==> src/design/rbsd_pkg.sv <==
// shared types and constants for the bulk string deframer
`timescale 1ns / 1ps

package rbsd_pkg;

	localparam int unsigned LenWidth = 31;

	// phase codes
	localparam logic [1:0] PH_LENGTH = 2'd0;
	localparam logic [1:0] PH_DATA   = 2'd1;
	localparam logic [1:0] PH_CR     = 2'd2;
	localparam logic [1:0] PH_LF     = 2'd3;

	// event codes
	localparam logic [1:0] EV_MORE   = 2'd0;
	localparam logic [1:0] EV_DATA   = 2'd1;
	localparam logic [1:0] EV_DONE   = 2'd2;
	localparam logic [1:0] EV_CANCEL = 2'd3;

	localparam logic [7:0] CHAR_CR    = 8'h0D;
	localparam logic [7:0] CHAR_LF    = 8'h0A;
	localparam logic [7:0] CHAR_MINUS = 8'h2D;
	localparam logic [7:0] CHAR_ZERO  = 8'h30;
	localparam logic [7:0] CHAR_NINE  = 8'h39;

	typedef logic [LenWidth-1:0] len_t;

	typedef struct packed {
		logic [1:0] phase;
		len_t       length_accum;
		len_t       bytes_left;
		logic       minus_seen;
		logic       digit_seen;
		logic       line_bad;
		logic       cr_pending;
	} state_t;

	typedef struct packed {
		logic [1:0] event_res;
		logic [7:0] payload_byte;
		logic       payload_last;
	} result_t;

endpackage

==> src/design/rbsd_step.sv <==
// per-byte next-state and result logic of the bulk string deframer
`timescale 1ns / 1ps

module rbsd_step
	import rbsd_pkg::*;
(
	input  state_t     cur,
	input  logic [7:0] in_byte,
	input  len_t       length_limit,
	output state_t     nxt,
	output result_t    res
);

	logic [LenWidth+3:0] accum_x10;
	logic                is_digit;
	logic                line_fail;

	assign is_digit  = (in_byte >= CHAR_ZERO) && (in_byte <= CHAR_NINE);
	assign accum_x10 = {1'b0, cur.length_accum, 3'b000}
		+ {3'b000, cur.length_accum, 1'b0}
		+ {{LenWidth{1'b0}}, in_byte[3:0]};
	assign line_fail = cur.line_bad || !cur.digit_seen
		|| (cur.minus_seen && (cur.length_accum != '0));

	always_comb begin
		nxt = cur;
		res.event_res = EV_MORE;
		res.payload_byte = 8'h00;
		res.payload_last = 1'b0;
		unique case (cur.phase)
			PH_LENGTH: begin
				if (cur.cr_pending && (in_byte == CHAR_LF)) begin
					nxt.length_accum = '0;
					nxt.minus_seen = 1'b0;
					nxt.digit_seen = 1'b0;
					nxt.line_bad = 1'b0;
					nxt.cr_pending = 1'b0;
					if (line_fail) begin
						res.event_res = EV_CANCEL;
						nxt.phase = PH_LENGTH;
					end else begin
						nxt.bytes_left = cur.length_accum;
						nxt.phase = (cur.length_accum == '0) ? PH_CR : PH_DATA;
					end
				end else begin
					// stray cr makes the line malformed
					if (cur.cr_pending) begin
						nxt.line_bad = 1'b1;
						nxt.cr_pending = 1'b0;
					end
					if (in_byte == CHAR_CR) begin
						nxt.cr_pending = 1'b1;
					end else if (in_byte == CHAR_LF) begin
						nxt.line_bad = 1'b1;
					end else if (in_byte == CHAR_MINUS) begin
						if (cur.minus_seen || cur.digit_seen)
							nxt.line_bad = 1'b1;
						nxt.minus_seen = 1'b1;
					end else if (is_digit) begin
						nxt.digit_seen = 1'b1;
						if (!nxt.line_bad) begin
							if (accum_x10 > {4'b0000, length_limit})
								nxt.line_bad = 1'b1;
							else
								nxt.length_accum = accum_x10[LenWidth-1:0];
						end
					end else begin
						nxt.line_bad = 1'b1;
					end
				end
			end
			PH_DATA: begin
				res.event_res = EV_DATA;
				res.payload_byte = in_byte;
				if (cur.bytes_left <= len_t'(1)) begin
					res.payload_last = 1'b1;
					nxt.bytes_left = '0;
					nxt.phase = PH_CR;
				end else begin
					nxt.bytes_left = cur.bytes_left - len_t'(1);
				end
			end
			PH_CR: begin
				if (in_byte == CHAR_CR) begin
					nxt.phase = PH_LF;
				end else begin
					res.event_res = EV_CANCEL;
					nxt.phase = PH_LENGTH;
				end
			end
			PH_LF: begin
				res.event_res = (in_byte == CHAR_LF) ? EV_DONE : EV_CANCEL;
				nxt.phase = PH_LENGTH;
			end
			default: begin
				nxt.phase = PH_LENGTH;
			end
		endcase
	end

endmodule

==> src/design/resp_bulk_string_deframer_unit.sv <==
// top level of the bulk string deframer
// Usage:
// - input channel: in_valid / in_stall / in_byte, one raw byte per transfer,
//   starting with the first byte after the type marker of a bulk string
// - output channel: out_valid / out_stall with event_res, payload_byte and
//   payload_last; every input byte yields exactly one output transfer
// - events: more (byte consumed), data (payload byte), done, cancel
// - length_limit is written with length_limit_wr while the block is idle
// - the result is registered: the input register, then the step logic into the
//   result register
// - throughput: one byte per cycle while out_stall is low; the parser state updates
//   once per byte in the step logic between the two registers
// - when out_stall is high with a valid result, the result register holds and the
//   input register fills; in_stall rises once the input register is full and cannot move
// - reset clears both stages, the parser state (back to length reading) and
//   restores length_limit to its largest value
`timescale 1ns / 1ps

module resp_bulk_string_deframer_unit
	import rbsd_pkg::*;
(
	input  logic       clk,
	input  logic       arst_n,
	input  logic       length_limit_wr,
	input  len_t       length_limit,
	input  logic       in_valid,
	output logic       in_stall,
	input  logic [7:0] in_byte,
	output logic       out_valid,
	input  logic       out_stall,
	output logic [1:0] event_res,
	output logic [7:0] payload_byte,
	output logic       payload_last
);

	len_t       limit_q;
	state_t     state_q;
	state_t     state_nxt;
	logic       valid_s1;
	logic [7:0] byte_s1;
	logic       valid_s2;
	result_t    res_s2;
	result_t    res_nxt;
	logic       advance;
	logic       step;

	assign advance  = !valid_s2 || !out_stall;
	assign step     = valid_s1 && advance;
	assign in_stall = valid_s1 && !advance;

	rbsd_step u_step (
		.cur          (state_q),
		.in_byte      (byte_s1),
		.length_limit (limit_q),
		.nxt          (state_nxt),
		.res          (res_nxt)
	);

	always_ff @(posedge clk or negedge arst_n) begin
		if (!arst_n) begin
			limit_q <= '1;
		end else if (length_limit_wr) begin
			limit_q <= length_limit;
		end
	end

	// input register
	always_ff @(posedge clk or negedge arst_n) begin
		if (!arst_n) begin
			valid_s1 <= 1'b0;
		end else if (!valid_s1 || advance) begin
			valid_s1 <= in_valid;
		end
	end

	always_ff @(posedge clk) begin
		if (in_valid && !in_stall)
			byte_s1 <= in_byte;
	end

	// parser state
	always_ff @(posedge clk or negedge arst_n) begin
		if (!arst_n) begin
			state_q <= '0;
		end else if (step) begin
			state_q <= state_nxt;
		end
	end

	// result register
	always_ff @(posedge clk or negedge arst_n) begin
		if (!arst_n) begin
			valid_s2 <= 1'b0;
		end else if (advance) begin
			valid_s2 <= valid_s1;
		end
	end

	always_ff @(posedge clk) begin
		if (step)
			res_s2 <= res_nxt;
	end

	assign out_valid    = valid_s2;
	assign event_res    = res_s2.event_res;
	assign payload_byte = res_s2.payload_byte;
	assign payload_last = res_s2.payload_last;

	// data phase always has bytes left to pass
	assert property (@(posedge clk) disable iff (!arst_n)
		(state_q.phase == PH_DATA) |-> (state_q.bytes_left != '0))
		else $error("data phase with no bytes left");

	// parser state only moves when a byte steps through
	assert property (@(posedge clk) disable iff (!arst_n)
		!step |=> $stable(state_q))
		else $error("parser state changed without a byte");

	// last flag only on payload bytes
	assert property (@(posedge clk) disable iff (!arst_n)
		(out_valid && payload_last) |-> (event_res == EV_DATA))
		else $error("last flag outside payload byte");

	// non-payload results carry a zero byte
	assert property (@(posedge clk) disable iff (!arst_n)
		(out_valid && (event_res != EV_DATA)) |-> (payload_byte == 8'h00))
		else $error("payload byte not zero");

	// an empty input register never stalls the input
	assert property (@(posedge clk) disable iff (!arst_n)
		!valid_s1 |-> !in_stall)
		else $error("stall with empty input register");

endmodule

==> config.mk <==
export PLATFORM = sky130hd
export DESIGN_NAME = resp_bulk_string_deframer_unit
export DESIGN_NICKNAME = d
export VERILOG_FILES = /design/src/design/rbsd_pkg.sv /design/src/design/rbsd_step.sv /design/src/design/resp_bulk_string_deframer_unit.sv
export SDC_FILE = /design/constraint.sdc
export NUM_CORES = 1
export LEC_CHECK = 0
export BUFFER_PORTS_ARGS = -buffer_cell sky130_fd_sc_hd__buf_2
export CAP_MARGIN = 10
export CELL_PAD_IN_SITES_DETAIL_PLACEMENT = 1
export CELL_PAD_IN_SITES_GLOBAL_PLACEMENT = 2
export CORE_ASPECT_RATIO = 1.25
export CORE_MARGIN = 2
export CORE_UTILIZATION = 42
export DETAILED_ROUTE_END_ITERATION = 12
export PLACE_DENSITY_LB_ADDON = 0.1
export SLEW_MARGIN = 0
export SYNTH_ARGS = -nofsm -noshare
export SYNTH_HDL_FRONTEND = slang
export SYNTH_SLANG_ARGS = --single-unit
==> constraint.sdc <==
create_clock -name clk -period 10.85 [get_ports clk]
set_input_delay 0.5425 -clock clk [delete_from_list [all_inputs] [get_ports clk]]
set_output_delay 0.5425 -clock clk [all_outputs]
set_load 0.02 [all_outputs]
==> flow_summary_export.csv <==
group,metric,value,unit
outcome,status,"finished clean",
floorplanning,initial_utilization,42.55,%
clocking,cts_root_buf,"clkbuf_16",
timing,fin_setup_tns,0,ns
logic_synthesis,synth.avg_cell_area,9.218,um^2
global_route,grt_usage,25.20,%
clocking,cts_sinks,120,
global_route,first_global_vias,7393,
drt,antenna_left,0,
logic_synthesis,async_flop_share,84.17,%
logic_synthesis,synth_top_area_share,21.30,%
floorplanning,die-area,20720,um^2
final_layout,fin_util,47.93,%
global_route,grt_pass1_wl,40380,um
timing,slew_violations,0,
clocking,clockBufferDepth,2,
timing,slew_headroom,28.21,%
min_path,hp-class,"input port to asynchronous set/reset pin",
final_layout,num-nets-final,1074,
timing,setup_viol,0,
power_and_ir_drop,leakagePower,4.393,nW
clocking,cts_buffers,17,
drt,drc,0,
run,maxCapViolCount,0,
global_route,grt.overflow.total,0,
power_and_ir_drop,max-vdd-ir-drop,0.1091,mV
drt,viasPerCell,5.871,
logic_synthesis,yosys_register_bits,120,
clocking,cts_repair_resize_count,0,
placement,dp_hpwl,19000,um
drt,drt_iter0_markers,454,
logic_synthesis,synth_edf_count,19,
worst_setup_path,path_max_fanout,30,
drt,drt_first_pass_iters,5,
worst_setup_path,start_kind,"register",
final_layout,drive_above_1_share,14.36,%
logic_synthesis,netlist_instances,892,
logic_synthesis,ys.warnings.count,0,
global_route,grt_max_degree,69,
timing,timing.hold.ws,0.07040,ns
logic_synthesis,ys.flop_type,"dfrtp_1",
timing,final-hold-violation-count,0,
logic_synthesis,synth.area.top_cells,"dfrtp_1 (21%), ha_1 (14%), dfstp_2 (9.9%), o21ai_0 (7.4%), edfxtp_1 (6.9%)",
global_route,antenna_found_initial,0,
timing,worst_pin_slew,1.070,ns
worst_setup_path,cp.arrival,6.82,ns
timing,clock_skew,0.009113,ns
timing,fmax,0.1550,GHz
logic_synthesis,synth-seq-area-share,38.15,%
worst_setup_path,worstPathRequired,11.22,ns
clocking,path_clk_slew,0.06,ns
clocking,clock_latency,0.43,ns
drt,dr_total_vias,7116,
drt,wirelength,25060,um
logic_synthesis,yosys.area.top_type,"dfrtp_1",
timing,fin_crit_sh,59.47,%
clocking,cts_tree,"built",
clocking,htreeDepth,4,
power_and_ir_drop,powerDensity,131.8,nW/um^2
final_layout,synthToLayoutAreaGrowth,12.64,%
worst_setup_path,crit_type,"register to register",
worst_setup_path,worstSetupEndpointType,"register",
final_layout,diodes,0,
logic_synthesis,synth_fp_nets,1032,
clocking,cts_hold_buf,0,
placement,routabilityCongestion,0.8746,
placement,io_buffers,56,
clocking,cts_setup_buffers,0,
logic_synthesis,synthesis.area,8223,um^2
floorplanning,die_height,160.4,um
logic_synthesis,yosysUniqueCellTypes,62,
floorplanning,rows,57,
timing,min_period,6.453,ns
floorplanning,design.portCount,57,
timing,rsz0062_at_grt,"no",
floorplanning,coreArea,19330,um^2
floorplanning,die_w,129.2,um
drt,wire_per_inst,20.67,um
-- flip-flops by register name (all words and copies together), names as in the netlist --
name          count
event_res         2
valid_s1          1
out_valid         1
byte_s1           8
payload_last      1
state_q          68
limit_q          31
payload_byte      8
-- kinds of logic (layout without fill, tap and decap cells) --
kind of cell | after synthesis | count (layout) | synth area share, %
flip-flops | 120 | 120 | 38.15
buffers and inverters | 83 | 138 | 4.337
XOR/XNOR | 30 | 30 | 3.195
AND/OR/NAND/NOR | 240 | 240 | 14.42
adder cells (fa/ha/maj) | 96 | 96 | 14.79
AO/OA/AOI/OAI | 319 | 319 | 24.59
multiplexers | 4 | 4 | 0.5173
-- synth_stat cells, drive strengths merged, types with 13 or more instances --
| cell type | count |
|---|---|
| nor3 | 20 |
| nand4 | 15 |
| inv | 44 |
| dfstp | 31 |
| clkbuf | 32 |
| a21o | 14 |
| a22o | 30 |
| ha | 94 |
| and2 | 16 |
| nor2 | 48 |
| o21ai | 123 |
| xnor2 | 17 |
| nand2 | 71 |
| xor2 | 13 |
| edfxtp | 19 |
| dfrtp | 70 |
| a22oi | 18 |
| nor4 | 14 |
| a31oi | 13 |
| a21oi | 71 |
-- final timing paths --
| kind | slack, ns | to | cells past startpoint | startpoint |
|---|---|---|---|---|
| setup / recovery | 4.40 | state_q[56] | 18 | state_q[35] |
| hold / removal | 0.07 | state_q[29] | 1 | arst_n |
| setup reg to reg | 4.40 | state_q[56] | 18 | state_q[35] |
| hold reg to reg | 0.50 | out_valid | 1 | valid_s1 |
| max in group asynchronous | 9.49 | state_q[44] | 2 | arst_n |
| min in group clk | 0.29 | byte_s1[6] | 1 | in_byte[6] |
-- cell type report --
| type | instances | area [um^2] |
|---|---|---|
| inverters | 45 | 168.9 |
| multi-input cells | 689 | 4730 |
| flip-flops and latches | 120 | 3137 |
| fillers | 2214 | 10060 |
| clock buffers | 20 | 479.2 |
| clock inverters | 12 | 88.84 |
| repair buffers | 61 | 327.8 |
| well taps | 265 | 331.6 |
-- per-layer routing --
layer,global-route usage (%),part of all wire [%]
met4,9.486,2.8
met5,0,0
met3,3.631,2.8
met1,32.17,44
met2,42.94,50
-- report_power, final --
part	leakage (nW)	switching [mW]	internal, mW
sequential	1.47	0.0155	0.488
combinational	2.65	0.107	0.0639
clock	0.274	0.227	0.320
-- cells in the final DEF, fill, tap and decap left out, types with 6 or more instances in the layout --
cell type | netlist | layout
a21o_1 | 14 | 14
a21oi_1 | 71 | 71
a22o_1 | 30 | 30
a22oi_1 | 18 | 18
a31oi_1 | 13 | 13
a32oi_1 | 6 | 6
and2_1 | 15 | 15
and3_1 | 9 | 9
buf_2 | 0 | 55
clkbuf_16 | 0 | 19
dfrtp_1 | 70 | 70
dfstp_2 | 31 | 31
edfxtp_1 | 19 | 19
ha_1 | 94 | 94
inv_1 | 44 | 44
nand2_1 | 71 | 71
nand2b_1 | 10 | 10
nand3_1 | 11 | 11
nand4_1 | 15 | 15
nor2_1 | 48 | 48
nor2b_1 | 9 | 9
nor3_1 | 20 | 20
nor4_1 | 14 | 14
o21ai_0 | 121 | 121
xnor2_1 | 17 | 17
xor2_1 | 13 | 13
-- worst max-delay path, stage by stage (launching register included) --
cell       delay (ns)
dfrtp_1          0.45
fa_1             0.56
fa_1             0.48
a21o_1           0.20
a221oi_2         0.48
o21ai_2          0.19
a2111oi_4        0.49
nor3_1           0.09
or3b_2           0.51
xor2_1           0.20
ha_1             0.32
nand4_1          0.18
nor4_1           0.40
nand2_1          0.08
and3_1           0.20
a311o_1          0.38
a2111oi_4        0.30
and2_2           0.63
a22o_1           0.23
-- per-stage QoR --
stage	setup WS (ns)	instances	cell area (um^2)	power [mW]
floorplan	5.415	892	8223	0.6140
global route	3.978	1212	9263	1.272
global placement	4.607	1179	8680	0.6742
CTS	4.334	1211	9248	1.234
detailed placement	4.438	1179	8680	0.6839
finish	4.397	1212	9263	1.221
No activity file was read; power rests on OpenSTA's default activity.
